<file path="src/rtl/mtes_pkg.sv">
// Shared types, constants and helper functions of the MIDI track event serializer.
package mtes_pkg;

    localparam int REQ_W  = 2;
    localparam int TIME_W = 28;
    localparam int BYTE_W = 8;
    localparam int PLEN_W = 14;
    localparam int LEN_W  = 32;

    localparam int VLQ_W      = 28;
    localparam int VLQ_DIGIT  = 7;
    localparam int VLQ_GROUPS = (VLQ_W + VLQ_DIGIT - 1) / VLQ_DIGIT;
    localparam int VLQ_GRP_W  = $clog2(VLQ_GROUPS);

    localparam int QUEUE_DEPTH = 4;

    localparam logic [REQ_W-1:0] REQ_EVENT   = 2'd0;
    localparam logic [REQ_W-1:0] REQ_PAYLOAD = 2'd1;
    localparam logic [REQ_W-1:0] REQ_END     = 2'd2;

    localparam logic [BYTE_W-1:0] SYSTEM_STATUS = 8'hF0;
    localparam logic [BYTE_W-1:0] META_STATUS   = 8'hFF;
    localparam logic [BYTE_W-1:0] END_OF_TRACK  = 8'h2F;
    localparam logic [BYTE_W-1:0] ZERO_BYTE     = 8'h00;

    typedef enum logic [1:0] {
        JOB_EVENT,
        JOB_PAYLOAD,
        JOB_END
    } t_kind;

    typedef struct packed {
        t_kind              kind;
        logic [VLQ_W-1:0]   delta;
        logic               has_status;
        logic [BYTE_W-1:0]  status;
        logic               has_d0;
        logic [BYTE_W-1:0]  d0;
        logic               has_d1;
        logic [BYTE_W-1:0]  d1;
        logic               has_plen;
        logic [VLQ_W-1:0]   plen;
    } t_job;

    function automatic logic [VLQ_GRP_W-1:0] vlq_top_group(input logic [VLQ_W-1:0] value);
        logic [VLQ_GRP_W-1:0] grp;
        grp = '0;
        for (int g = 1; g < VLQ_GROUPS; g++) begin
            if ((value >> (VLQ_DIGIT * g)) != '0) begin
                grp = VLQ_GRP_W'(g);
            end
        end
        return grp;
    endfunction

    function automatic logic [BYTE_W-1:0] vlq_byte(input logic [VLQ_W-1:0] value,
                                                  input logic [VLQ_GRP_W-1:0] grp);
        logic [VLQ_W-1:0] shifted;
        shifted = value >> (VLQ_DIGIT * int'(grp));
        return {grp != '0, shifted[VLQ_DIGIT-1:0]};
    endfunction

endpackage

</file>
<file path="src/rtl/mtes_in_if.sv">
// Request channel carrying one event header, payload byte or end of track.
interface mtes_in_if;
    import mtes_pkg::*;

    logic                valid;
    logic                ready;
    logic [REQ_W-1:0]    req_type;
    logic [TIME_W-1:0]   event_time;
    logic [BYTE_W-1:0]   status_byte;
    logic [BYTE_W-1:0]   data_first;
    logic [BYTE_W-1:0]   data_second;
    logic [PLEN_W-1:0]   payload_length;
    logic [BYTE_W-1:0]   payload_byte;

    modport source (
        output valid, req_type, event_time, status_byte, data_first, data_second,
               payload_length, payload_byte,
        input  ready
    );

    modport sink (
        input  valid, req_type, event_time, status_byte, data_first, data_second,
               payload_length, payload_byte,
        output ready
    );
endinterface

</file>
<file path="src/rtl/mtes_out_if.sv">
// Byte channel carrying the track body one byte per transaction.
interface mtes_out_if;
    import mtes_pkg::*;

    logic                valid;
    logic                ready;
    logic [BYTE_W-1:0]   out_byte;
    logic                last_of_run;
    logic [LEN_W-1:0]    track_length;

    modport source (
        output valid, out_byte, last_of_run, track_length,
        input  ready
    );

    modport sink (
        input  valid, out_byte, last_of_run, track_length,
        output ready
    );
endinterface

</file>
<file path="src/rtl/midi_track_event_serializer.sv">
// Top level of the MIDI track event serializer with running status.
//
//   Channel   Direction  Modport  Contents
//   i_req     in         sink     req_type, event_time, status, data, payload fields
//   o_evt     out        source   out_byte, last_of_run, track_length
//
// The output carries one byte per cycle while the receiver is ready; a request produces from one
// byte for a payload byte up to eight bytes for a meta event.
// A four-entry job queue lets the front end accept requests while the serializer works.
// Synchronous active-low reset clears the time, running status, byte count and queue.
// A stalled output holds its byte; the serializer and then the front end stall behind it.
module midi_track_event_serializer #(
    parameter int TIME_BITS        = 28,
    parameter int MAX_PAYLOAD_BITS = 14
) (
    input  logic        i_clk,
    input  logic        i_rst_n,
    mtes_in_if.sink     i_req,
    mtes_out_if.source  o_evt
);
    import mtes_pkg::*;

    logic push;
    logic full;
    logic head_valid;
    logic pop;
    t_job push_job;
    t_job head;

    mtes_front #(
        .TIME_BITS        (TIME_BITS),
        .MAX_PAYLOAD_BITS (MAX_PAYLOAD_BITS)
    ) u_front (
        .i_clk   (i_clk),
        .i_rst_n (i_rst_n),
        .i_req   (i_req),
        .i_full  (full),
        .o_push  (push),
        .o_job   (push_job)
    );

    mtes_queue u_queue (
        .i_clk        (i_clk),
        .i_rst_n      (i_rst_n),
        .i_push       (push),
        .i_push_job   (push_job),
        .o_full       (full),
        .o_head_valid (head_valid),
        .o_head       (head),
        .i_pop        (pop)
    );

    mtes_back u_back (
        .i_clk        (i_clk),
        .i_rst_n      (i_rst_n),
        .i_head_valid (head_valid),
        .i_head       (head),
        .o_pop        (pop),
        .o_evt        (o_evt)
    );
endmodule

</file>
<file path="src/rtl/mtes_front.sv">
// Front end: accepts requests, computes delta time and running status, builds jobs.
module mtes_front #(
    parameter int TIME_BITS        = 28,
    parameter int MAX_PAYLOAD_BITS = 14
) (
    input  logic           i_clk,
    input  logic           i_rst_n,
    mtes_in_if.sink        i_req,
    input  logic           i_full,
    output logic           o_push,
    output mtes_pkg::t_job o_job
);
    import mtes_pkg::*;

    localparam logic [VLQ_W-1:0] PLEN_MASK = VLQ_W'((64'd1 << MAX_PAYLOAD_BITS) - 64'd1);

    logic [TIME_BITS-1:0] r_prev_time;
    logic [BYTE_W-1:0]    r_running;
    logic [TIME_BITS-1:0] cur_time;
    logic [TIME_BITS-1:0] delta;
    logic                 accept;

    assign i_req.ready = !i_full;
    assign accept      = i_req.valid && i_req.ready;
    assign cur_time    = i_req.event_time[TIME_BITS-1:0];
    assign delta       = (cur_time > r_prev_time) ? (cur_time - r_prev_time) : '0;

    always_comb begin
        o_job            = '0;
        o_job.kind       = JOB_EVENT;
        o_job.delta      = VLQ_W'(delta);
        o_job.status     = i_req.status_byte;
        o_job.d0         = i_req.data_first;
        o_job.d1         = i_req.data_second;
        o_job.plen       = VLQ_W'(i_req.payload_length) & PLEN_MASK;
        o_job.has_status = (i_req.status_byte != r_running) ||
                           (i_req.status_byte >= SYSTEM_STATUS);
        unique case (i_req.status_byte[7:4])
            4'h8, 4'h9, 4'hA, 4'hB, 4'hE: begin
                o_job.has_d0 = 1'b1;
                o_job.has_d1 = 1'b1;
            end
            4'hC, 4'hD: begin
                o_job.has_d0 = 1'b1;
            end
            4'hF: begin
                o_job.has_d0   = (i_req.status_byte == META_STATUS);
                o_job.has_plen = 1'b1;
            end
            default: begin
            end
        endcase
        if (i_req.req_type == REQ_PAYLOAD) begin
            o_job.kind = JOB_PAYLOAD;
            o_job.d0   = i_req.payload_byte;
        end else if (i_req.req_type == REQ_END) begin
            o_job.kind = JOB_END;
        end
    end

    assign o_push = accept && ((i_req.req_type == REQ_EVENT) ||
                               (i_req.req_type == REQ_PAYLOAD) ||
                               (i_req.req_type == REQ_END));

    always_ff @(posedge i_clk) begin
        if (!i_rst_n) begin
            r_prev_time <= '0;
            r_running   <= '0;
        end else if (accept) begin
            if (i_req.req_type == REQ_EVENT) begin
                r_prev_time <= cur_time;
                r_running   <= i_req.status_byte;
            end else if (i_req.req_type == REQ_END) begin
                r_prev_time <= '0;
                r_running   <= '0;
            end
        end
    end
endmodule

</file>
<file path="src/rtl/mtes_queue.sv">
// Short job queue between the front end and the byte serializer.
module mtes_queue (
    input  logic           i_clk,
    input  logic           i_rst_n,
    input  logic           i_push,
    input  mtes_pkg::t_job i_push_job,
    output logic           o_full,
    output logic           o_head_valid,
    output mtes_pkg::t_job o_head,
    input  logic           i_pop
);
    import mtes_pkg::*;

    localparam int PTR_W = $clog2(QUEUE_DEPTH);
    localparam int CNT_W = $clog2(QUEUE_DEPTH + 1);

    t_job             r_mem [QUEUE_DEPTH];
    logic [PTR_W-1:0] r_wr_ptr;
    logic [PTR_W-1:0] r_rd_ptr;
    logic [CNT_W-1:0] r_count;

    assign o_full       = (r_count == CNT_W'(QUEUE_DEPTH));
    assign o_head_valid = (r_count != '0);
    assign o_head       = r_mem[r_rd_ptr];

    always_ff @(posedge i_clk) begin
        if (i_push) begin
            r_mem[r_wr_ptr] <= i_push_job;
        end
    end

    always_ff @(posedge i_clk) begin
        if (!i_rst_n) begin
            r_wr_ptr <= '0;
            r_rd_ptr <= '0;
            r_count  <= '0;
        end else begin
            if (i_push) begin
                r_wr_ptr <= r_wr_ptr + 1'b1;
            end
            if (i_pop) begin
                r_rd_ptr <= r_rd_ptr + 1'b1;
            end
            if (i_push && !i_pop) begin
                r_count <= r_count + 1'b1;
            end else if (!i_push && i_pop) begin
                r_count <= r_count - 1'b1;
            end
        end
    end

    a_no_push_when_full: assert property (@(posedge i_clk) disable iff (!i_rst_n)
        !(i_push && o_full))
        else $error("Job pushed into a full queue.");

    a_no_pop_when_empty: assert property (@(posedge i_clk) disable iff (!i_rst_n)
        i_pop |-> o_head_valid)
        else $error("Job popped from an empty queue.");
endmodule

</file>
<file path="src/rtl/mtes_back.sv">
// Back end: walks the head job byte by byte and drives the registered byte output.
module mtes_back (
    input  logic           i_clk,
    input  logic           i_rst_n,
    input  logic           i_head_valid,
    input  mtes_pkg::t_job i_head,
    output logic           o_pop,
    mtes_out_if.source     o_evt
);
    import mtes_pkg::*;

    typedef enum logic [3:0] {
        SEG_DELTA,
        SEG_STATUS,
        SEG_DATA0,
        SEG_DATA1,
        SEG_PLEN,
        SEG_META,
        SEG_EOT,
        SEG_ZERO,
        SEG_PAYLOAD
    } t_seg;

    logic                 r_started;
    t_seg                 r_seg;
    logic [VLQ_GRP_W-1:0] r_grp;
    logic                 r_out_valid;
    logic [BYTE_W-1:0]    r_out_byte;
    logic                 r_out_last;
    logic [LEN_W-1:0]     r_out_len;
    logic [LEN_W-1:0]     r_count;

    t_seg                 cur_seg;
    t_seg                 n_seg;
    logic [VLQ_GRP_W-1:0] cur_grp;
    logic [VLQ_GRP_W-1:0] n_grp;
    logic [BYTE_W-1:0]    cur_byte;
    logic                 cur_last;
    logic                 fire;
    logic                 end_done;

    always_comb begin
        if (r_started) begin
            cur_seg = r_seg;
            cur_grp = r_grp;
        end else begin
            cur_seg = (i_head.kind == JOB_PAYLOAD) ? SEG_PAYLOAD : SEG_DELTA;
            cur_grp = vlq_top_group(i_head.delta);
        end
        n_seg    = cur_seg;
        n_grp    = cur_grp;
        cur_byte = ZERO_BYTE;
        cur_last = 1'b0;
        unique case (cur_seg)
            SEG_DELTA: begin
                cur_byte = vlq_byte(i_head.delta, cur_grp);
                priority if (cur_grp != '0) begin
                    n_grp = cur_grp - 1'b1;
                end else if (i_head.kind == JOB_END) begin
                    n_seg = SEG_META;
                end else if (i_head.has_status) begin
                    n_seg = SEG_STATUS;
                end else if (i_head.has_d0) begin
                    n_seg = SEG_DATA0;
                end else if (i_head.has_plen) begin
                    n_seg = SEG_PLEN;
                    n_grp = vlq_top_group(i_head.plen);
                end else begin
                    cur_last = 1'b1;
                end
            end
            SEG_STATUS: begin
                cur_byte = i_head.status;
                priority if (i_head.has_d0) begin
                    n_seg = SEG_DATA0;
                end else if (i_head.has_plen) begin
                    n_seg = SEG_PLEN;
                    n_grp = vlq_top_group(i_head.plen);
                end else begin
                    cur_last = 1'b1;
                end
            end
            SEG_DATA0: begin
                cur_byte = i_head.d0;
                priority if (i_head.has_d1) begin
                    n_seg = SEG_DATA1;
                end else if (i_head.has_plen) begin
                    n_seg = SEG_PLEN;
                    n_grp = vlq_top_group(i_head.plen);
                end else begin
                    cur_last = 1'b1;
                end
            end
            SEG_DATA1: begin
                cur_byte = i_head.d1;
                cur_last = 1'b1;
            end
            SEG_PLEN: begin
                cur_byte = vlq_byte(i_head.plen, cur_grp);
                if (cur_grp != '0) begin
                    n_grp = cur_grp - 1'b1;
                end else begin
                    cur_last = 1'b1;
                end
            end
            SEG_META: begin
                cur_byte = META_STATUS;
                n_seg    = SEG_EOT;
            end
            SEG_EOT: begin
                cur_byte = END_OF_TRACK;
                n_seg    = SEG_ZERO;
            end
            SEG_ZERO: begin
                cur_byte = ZERO_BYTE;
                cur_last = 1'b1;
            end
            SEG_PAYLOAD: begin
                cur_byte = i_head.d0;
                cur_last = 1'b1;
            end
            default: begin
                cur_last = 1'b1;
            end
        endcase
    end

    assign fire     = i_head_valid && (!r_out_valid || o_evt.ready);
    assign o_pop    = fire && cur_last;
    assign end_done = o_pop && (i_head.kind == JOB_END);

    assign o_evt.valid        = r_out_valid;
    assign o_evt.out_byte     = r_out_byte;
    assign o_evt.last_of_run  = r_out_last;
    assign o_evt.track_length = r_out_len;

    always_ff @(posedge i_clk) begin
        if (!i_rst_n) begin
            r_started   <= 1'b0;
            r_out_valid <= 1'b0;
            r_count     <= '0;
        end else if (fire) begin
            r_started   <= !cur_last;
            r_seg       <= n_seg;
            r_grp       <= n_grp;
            r_out_valid <= 1'b1;
            r_out_byte  <= cur_byte;
            r_out_last  <= cur_last;
            if (end_done) begin
                r_out_len <= r_count + 1'b1;
                r_count   <= '0;
            end else begin
                r_out_len <= '0;
                r_count   <= r_count + 1'b1;
            end
        end else if (o_evt.ready) begin
            r_out_valid <= 1'b0;
        end
    end

    a_length_only_on_last: assert property (@(posedge i_clk) disable iff (!i_rst_n)
        (r_out_valid && (r_out_len != '0)) |-> r_out_last)
        else $error("Track length reported on a byte that does not close its run.");

    a_count_cleared_after_end: assert property (@(posedge i_clk) disable iff (!i_rst_n)
        end_done |=> (r_count == '0))
        else $error("Byte count not cleared after the end of track.");

    a_pop_on_last_byte: assert property (@(posedge i_clk) disable iff (!i_rst_n)
        o_pop |=> (r_out_valid && r_out_last && !r_started))
        else $error("Job popped without closing its byte run.");
endmodule

</file>
<file path="src/flat_wrapper.sv">
// flat-port wrapper written by rule: the top's interface ports become plain ports
module midi_track_event_serializer_flat import mtes_pkg::*;
#(
    parameter int TIME_BITS        = 28,
    parameter int MAX_PAYLOAD_BITS = 14
)
  (i_clk, i_rst_n, i_req_valid, i_req_req_type, i_req_event_time, i_req_status_byte, i_req_data_first, i_req_data_second, i_req_payload_length, i_req_payload_byte, i_req_ready, o_evt_valid, o_evt_out_byte, o_evt_last_of_run, o_evt_track_length, o_evt_ready);
  mtes_in_if i_req_i ();
  mtes_out_if o_evt_i ();
  input  logic i_clk;
  input  logic i_rst_n;
  input wire logic [$bits(i_req_i.valid)-1:0] i_req_valid;
  input wire logic [$bits(i_req_i.req_type)-1:0] i_req_req_type;
  input wire logic [$bits(i_req_i.event_time)-1:0] i_req_event_time;
  input wire logic [$bits(i_req_i.status_byte)-1:0] i_req_status_byte;
  input wire logic [$bits(i_req_i.data_first)-1:0] i_req_data_first;
  input wire logic [$bits(i_req_i.data_second)-1:0] i_req_data_second;
  input wire logic [$bits(i_req_i.payload_length)-1:0] i_req_payload_length;
  input wire logic [$bits(i_req_i.payload_byte)-1:0] i_req_payload_byte;
  output wire logic [$bits(i_req_i.ready)-1:0] i_req_ready;
  output wire logic [$bits(o_evt_i.valid)-1:0] o_evt_valid;
  output wire logic [$bits(o_evt_i.out_byte)-1:0] o_evt_out_byte;
  output wire logic [$bits(o_evt_i.last_of_run)-1:0] o_evt_last_of_run;
  output wire logic [$bits(o_evt_i.track_length)-1:0] o_evt_track_length;
  input wire logic [$bits(o_evt_i.ready)-1:0] o_evt_ready;
  assign i_req_i.valid = i_req_valid;
  assign i_req_i.req_type = i_req_req_type;
  assign i_req_i.event_time = i_req_event_time;
  assign i_req_i.status_byte = i_req_status_byte;
  assign i_req_i.data_first = i_req_data_first;
  assign i_req_i.data_second = i_req_data_second;
  assign i_req_i.payload_length = i_req_payload_length;
  assign i_req_i.payload_byte = i_req_payload_byte;
  assign i_req_ready = i_req_i.ready;
  assign o_evt_valid = o_evt_i.valid;
  assign o_evt_out_byte = o_evt_i.out_byte;
  assign o_evt_last_of_run = o_evt_i.last_of_run;
  assign o_evt_track_length = o_evt_i.track_length;
  assign o_evt_i.ready = o_evt_ready;
  midi_track_event_serializer #(.TIME_BITS(TIME_BITS), .MAX_PAYLOAD_BITS(MAX_PAYLOAD_BITS)) u_core (.i_clk(i_clk), .i_rst_n(i_rst_n), .i_req(i_req_i), .o_evt(o_evt_i));
endmodule
</file>
<file path="config.mk">
export PLATFORM = sky130hd
export DESIGN_NAME = midi_track_event_serializer_flat
export DESIGN_NICKNAME = d
export VERILOG_FILES = /design/src/rtl/mtes_pkg.sv /design/src/rtl/mtes_in_if.sv /design/src/rtl/mtes_out_if.sv /design/src/rtl/midi_track_event_serializer.sv /design/src/rtl/mtes_front.sv /design/src/rtl/mtes_queue.sv /design/src/rtl/mtes_back.sv /design/src/flat_wrapper.sv
export SDC_FILE = /design/constraint.sdc
export NUM_CORES = 1
export LEC_CHECK = 0
export ABC_AREA = 1
export CORE_ASPECT_RATIO = 1.2
export CORE_MARGIN = 2
export CORE_UTILIZATION = 30
export CTS_BUF_LIST = sky130_fd_sc_hd__clkbuf_16
export CTS_CLUSTER_DIAMETER = 150
export DETAILED_ROUTE_END_ITERATION = 12
export DONT_BUFFER_PORTS = 1
export SLEW_MARGIN = 10
export SYNTH_ARGS = -nofsm -noshare
export SYNTH_HDL_FRONTEND = slang
export SYNTH_SLANG_ARGS = --single-unit
</file>
<file path="constraint.sdc">
create_clock -name i_clk -period 12.26 [get_ports i_clk]
set_input_delay 2.452 -clock i_clk [delete_from_list [all_inputs] [get_ports i_clk]]
set_output_delay 2.452 -clock i_clk [all_outputs]
set_load 0.03 [all_outputs]
</file>
Word-level counts from Yosys, hierarchy flattened
Memory sizes are Yosys's and may differ from the RTL's. A register that Yosys moved wholly into a read port is not among the register bits.
Cells that the tools add are included.
{"block": "op_classes", "add_sub_neg": 7, "shifts": 2, "n_lt_le_gt_ge": 2, "n_eq_ne": 22, "mux": 53, "n_reduce_logical": 35, "n_mul": 1}
{"operator": "nonzero test 28 bit", "count": 4}
{"operator": "2-to-1 mux 28 bit", "count": 3}
{"operator": "one-hot mux 8 bit (7 select lines)", "count": 1}
{"operator": "nonzero test 28 bit (first input constant)", "count": 2}
{"operator": "== test 4 bit (second input constant)", "count": 9}
{"operator": "adder 32 x 1 -> 32 bit (second input constant)", "count": 1}
{"operator": "2-to-1 mux 2 bit", "count": 16}
{"operator": "2-to-1 mux 32 bit", "count": 1}
{"operator": "2-to-1 mux 4 bit", "count": 8}
{"operator": ">> shifter 28 x 32 -> 7 bit", "count": 1}
{"operator": "> comparator 28 bit", "count": 1}
{"operator": ">> shifter 28 x 5 -> 7 bit", "count": 1}
{"operator": "subtractor 28 bit", "count": 1}
{"operator": "2-to-1 mux 8 bit", "count": 3}
{"operator": "one-hot mux 4 bit (5 select lines)", "count": 1}
{"operator": "2-to-1 mux 1 bit", "count": 15}
{"operator": "== test 4 x 3 -> 1 bit (second input constant)", "count": 3}
{"operator": "== test 4 x 2 -> 1 bit (second input constant)", "count": 2}
{"operator": "== test 8 bit (second input constant)", "count": 1}
{"operator": "greater-or-equal comparator 8 bit (second input constant)", "count": 1}
{"operator": "!= test 8 bit", "count": 1}
{"operator": "one-hot mux 2 bit (4 select lines)", "count": 1}
{"operator": "nonzero test 2 bit", "count": 4}
{"operator": "logical AND 1 bit", "count": 7}
{"operator": "21 further kinds", "count": 34}
{"block": "totals", "output_inout_bits": 43, "wordCells": 136, "ram_bits": 288, "mem_count": 1, "register_bits": 124}
{"name": "u_core.u_queue.r_mem", "depth": 4, "word_bits": 72, "read_ports": 1, "rd_clocked_by_memory_dff": 1, "write_ports": 1, "line_no": "mtes_queue.sv:17", "source": "t_job r_mem [QUEUE_DEPTH];"}

Logic depth before layout (Yosys ltp)
{"block": "logic_depth", "word_depth": 12, "depth_mapped": 22}

Modules after synthesis
A second synthesis with hierarchy kept.
{"block": "hier_totals", "cells_unflattened": 2369, "area_unflattened_um2": 22600.4}
{"mod": "mtes_queue", "instances": 1, "cells_each": 890, "seq_area_each_um2": 10510.1, "area_each_um2": 13167.6}
{"mod": "mtes_back", "instances": 1, "cells_each": 728, "seq_area_each_um2": 2092.0, "area_each_um2": 5129.9}
{"mod": "mtes_front", "instances": 1, "cells_each": 751, "seq_area_each_um2": 720.7, "area_each_um2": 4302.9}

Least setup slack after synthesis
Ideal clock, no wire load.
{"block": "synth_timing", "path_type": "in2reg", "from": "in i_req_req_type[0]", "to": "mem u_core.u_queue.r_mem[0][0] (netlist bit) (enable)", "path_slack_ns": 5.735, "setup_ns": 0.503, "arrival_ns": 6.023, "t_required_ns": 11.757, "path_stages": 4, "cell_sequence": "clkbuf_1 > a21oi_1 > inv_1 > nor2_1"}
{"block": "synth_via", "elab_chain_cells": 6, "word_cells_on_any_way": 8, "cone_classes": "2 x eq/ne; 2 x mux; 4 x reduce/logical"}
{"item": "from (decl)", "line_no": "flat_wrapper.sv:13", "source": "input wire logic [$bits(i_req_i.req_type)-1:0] i_req_req_type;"}
{"item": "== test 2 x 1 -> 1 bit / logical NOT 2 bit (equally long branches)", "line_no": "mtes_front.sv:62, mtes_front.sv:61"}
{"item": "logical OR 1 bit", "line_no": "mtes_front.sv:61", "source": "assign o_push = accept && ((i_req.req_type == REQ_EVENT) ||"}
{"item": "logical OR 1 bit *", "line_no": "mtes_front.sv:62", "source": "(i_req.req_type == REQ_PAYLOAD) ||"}
{"item": "logical AND 1 bit *", "line_no": "mtes_front.sv:61"}
{"item": "via u_core.push", "line_no": "midi_track_event_serializer.sv:23", "source": "logic push;"}
{"item": "2-to-1 mux 1 bit *", "line_no": "mtes_queue.sv:27", "source": "if (i_push) begin"}
{"item": "2-to-1 mux 1 bit (implied by the code) *", "line_no": "mtes_queue.sv:28", "source": "r_mem[r_wr_ptr] <= i_push_job;"}
{"item": "to (decl)", "line_no": "mtes_queue.sv:17"}
The timed path passes the listed nets; every way through them passes the cells marked *.

==> results.sh <==
export IMPL_start_kind="flip-flop"
export IMPL_grt_max_degree=82
export IMPL_nNetsFinal=2076
export IMPL_syn_instance_count=1989
export IMPL_final_cells=2824
export IMPL_grt_pass1_wl_mm=76.9
export IMPL_postCtsResizedCells=0
export IMPL_slew_viol_final=0
export IMPL_ys_warn_count=0
export IMPL_drv_cap=0
export IMPL_rsz0062_at_grt="no"
export IMPL_cp_required_ns=12.69
export IMPL_die_h_um=283
export IMPL_first_global_vias=13600
export IMPL_fmaxAchievable_mhz=202
export IMPL_num_rows=102
export IMPL_p_switching_mw=1.53
export IMPL_seq_power_share_pct=44.4
export IMPL_crit_fanout=81
export IMPL_hold_viol=0
export IMPL_fin_area_um2=21400
export IMPL_p_per_area_nw_per_um2=197
export IMPL_synth_seq_cells=414
export IMPL_drc=0
export IMPL_n_antenna_cell=0
export IMPL_r2r_cells=22
export IMPL_initial_utilization_pct=30.2
export IMPL_synthesis_nets=2105
export IMPL_htreeDepth=2
export IMPL_peakVddDrop_v=0.000148
export IMPL_timing_final_crit_share_pct=40.3
export IMPL_syn_to_final_growth_pct=10.3
export IMPL_final_util_pct=33.3
export IMPL_power_leakage_nw=7.52
export IMPL_grt_antenna_before_repair=0
export IMPL_grt_overflow=0
export IMPL_period_minus_slack_ns=4.94
export IMPL_cts_tree="built"
export IMPL_cts_hold_buf=0
export IMPL_nFillCells=6441
export IMPL_synth_sequential_area_ratio_pct=60.0
export IMPL_worst_setup_path_end_kind="flip-flop"
export IMPL_cts_buffers=41
export IMPL_synthesis_area_um2=19400
export IMPL_place_inst=2749
export IMPL_layout_common_cells="461 x nand2_1, 335 x edfxtp_1, 202 x nor2_1, 148 x inv_1, 147 x a21oi_1"
export IMPL_core_area_um2=64200
export IMPL_root_buffer="clkbuf_16"
export IMPL_synthArstFlopShare_pct=0
export IMPL_holdWs_ns=0.475
export IMPL_via_count=13900
export IMPL_tightest_slew_ns=1.07
export IMPL_layout_commonest_cell="nand2_1"
export IMPL_fp_dieArea_um2=66700
export IMPL_clock_skew_ns=0.0145
export IMPL_fp_dieW_um=236
export IMPL_synth_distinct_cells=57
export IMPL_tns_ns=0
export IMPL_worstSetupPathType="flip-flop to flip-flop"
export IMPL_setup_viol=0
export IMPL_via_per_inst=4.91
export IMPL_port_buffers=0
export IMPL_drtIter0Drc=995
export IMPL_pin_count=123
export IMPL_synth_edff_count=335
export IMPL_cts_setup_buffers=0
export IMPL_clock_sinks=414
export IMPL_min_path_cells=2
export IMPL_synth_area_per_cell_um2=9.75
export IMPL_antenna_left=0
export IMPL_dr_pass1_iters=6
export IMPL_placed_area_um2=20100
export IMPL_p_int_mw=2.69
export IMPL_grt_usage_pct=14.6
export IMPL_p_clk_share_pct=28.6
export IMPL_place_gp_congestion=0.855
export IMPL_drt_total_wl_mm=49.9
export IMPL_relSlewSlack_pct=28.8
export IMPL_status="completed"
export IMPL_worstPathArrival_ns=5.37
export IMPL_synthFlopType="edfxtp_1"
export IMPL_combPwrFrac_pct=27.0
export IMPL_wl_per_cell_um=17.7
export IMPL_clock_latency_ns=0.55
export IMPL_swShare_pct=36.3
export IMPL_dp_hpwl_mm=32.7
export IMPL_drive_above_1_share_pct=6.78
export IMPL_clkTransAtPathRegs_ns=0.06
export IMPL_cts_buffer_depth=3
export IMPL_hold_class="flip-flop to flip-flop"
[flip-flops by register name (all words and copies together) (netlist names), 3 cells and up, named ones only]
register                          cells
u_core.u_back.o_evt.out_byte          8
u_core.u_queue.r_mem                288
u_core.u_front.r_running              8
u_core.u_back.o_evt.track_length     32
u_core.u_back.r_count                32
u_core.u_back.r_seg                   4
u_core.u_queue.r_count                3
u_core.u_front.r_prev_time           28
[synthesized netlist by cell type, drive strengths merged, types with 6 or more instances]
| master | instances | area (um2) |
|---|---|---|
| nand2 | 477 | 1840 |
| edfxtp | 335 | 10100 |
| nor2 | 217 | 840 |
| a21oi | 156 | 815 |
| inv | 149 | 559 |
| nand3 | 143 | 748 |
| o21ai | 130 | 662 |
| dfxtp | 79 | 1580 |
| clkbuf | 49 | 184 |
| buf | 37 | 302 |
| ha | 34 | 425 |
| xor2 | 30 | 263 |
| o22ai | 23 | 144 |
| nor3 | 20 | 105 |
| xnor2 | 20 | 175 |
| nand4 | 16 | 100 |
| o211ai | 9 | 67.6 |
| o31ai | 7 | 52.6 |
| mux2i | 6 | 60.1 |
| or2 | 6 | 37.5 |
[area by class of cell]
type                       instances  area (um2)  share of cell area, %
clock buffer                      43        1080                   5.03
clock inverter                    32         205                  0.960
inverter                         153         576                   2.69
multi-input combinational       1336        6730                   31.5
sequential                       414       11600                   54.5
tap                              832        1040                   4.87
timing repair buffer              14         105                  0.492
[cell families (layout without fill, tap and decap cells)]
group	count (synthesis)	in the layout	share of synthesized area [%]
buffers and inverters	239	242	5.46
muxes	6	6	0.310
adders and majority gates	36	36	2.40
DFF	414	414	60.0
and+or+nand+nor	887	887	19.2
xor gates and xnor gates	50	50	2.26
AOI/OAI and AO/OA	357	357	10.3
[critical path, stage by stage (launching register included)]
cell,delay [ns]
dfxtp_4,0.71
clkinv_2,0.71
buf_4,0.62
nand2_1,0.15
nand3_1,0.07
nand2_1,0.22
nand2_1,0.08
inv_1,0.06
nand2_1,0.06
nor2_1,0.16
nand2_1,0.07
nand2_1,0.07
nand2_2,0.19
nand3_2,0.14
nand2_4,0.09
nand2_1,0.12
ha_1,0.16
inv_1,0.07
fa_1,0.44
a21oi_1,0.15
o21ai_0,0.13
o21ai_0,0.18
a21oi_1,0.06
[stage by stage]
step	power [mW]	setup slack, ns
6_report	4.22	7.32
5_1_grt	4.45	6.84
4_1_cts	4.25	7.29
3_5_place_dp	3.04	6.77
3_3_place_gp	3.02	6.76
2_1_floorplan	2.73	5.73
[layer usage]
layer	track usage, %	wire length (um)	vias to the layer above
li1	-	-	6759
met1	17.2	20400	6642
met2	26.4	24700	375
met3	3.42	3470	77
met4	4.54	1330	0
met5	0	0	-
[final timing paths]
check | to | slack (ns) | startpoint
setup / recovery | u_core.u_queue.r_count[2] | 7.32 | flip-flop
hold / removal | u_core.u_front.r_prev_time[19] | 0.47 | u_core.u_front.r_prev_time[19]
setup reg to reg | u_core.u_queue.r_count[2] | 7.32 | flip-flop
hold reg to reg | u_core.u_front.r_prev_time[19] | 0.47 | u_core.u_front.r_prev_time[19]
[power by group through the flow]
stage	logic, mW	registers, mW	clock network (mW)
after global routing	1.28	1.89	1.28
after floorplan	0.867	1.86	0
final	1.14	1.87	1.21
after CTS	1.15	1.88	1.23
after global placement	1.12	1.90	0
after detailed placement	1.14	1.90	0
Note: power is estimated with default switching activity, not from simulation.
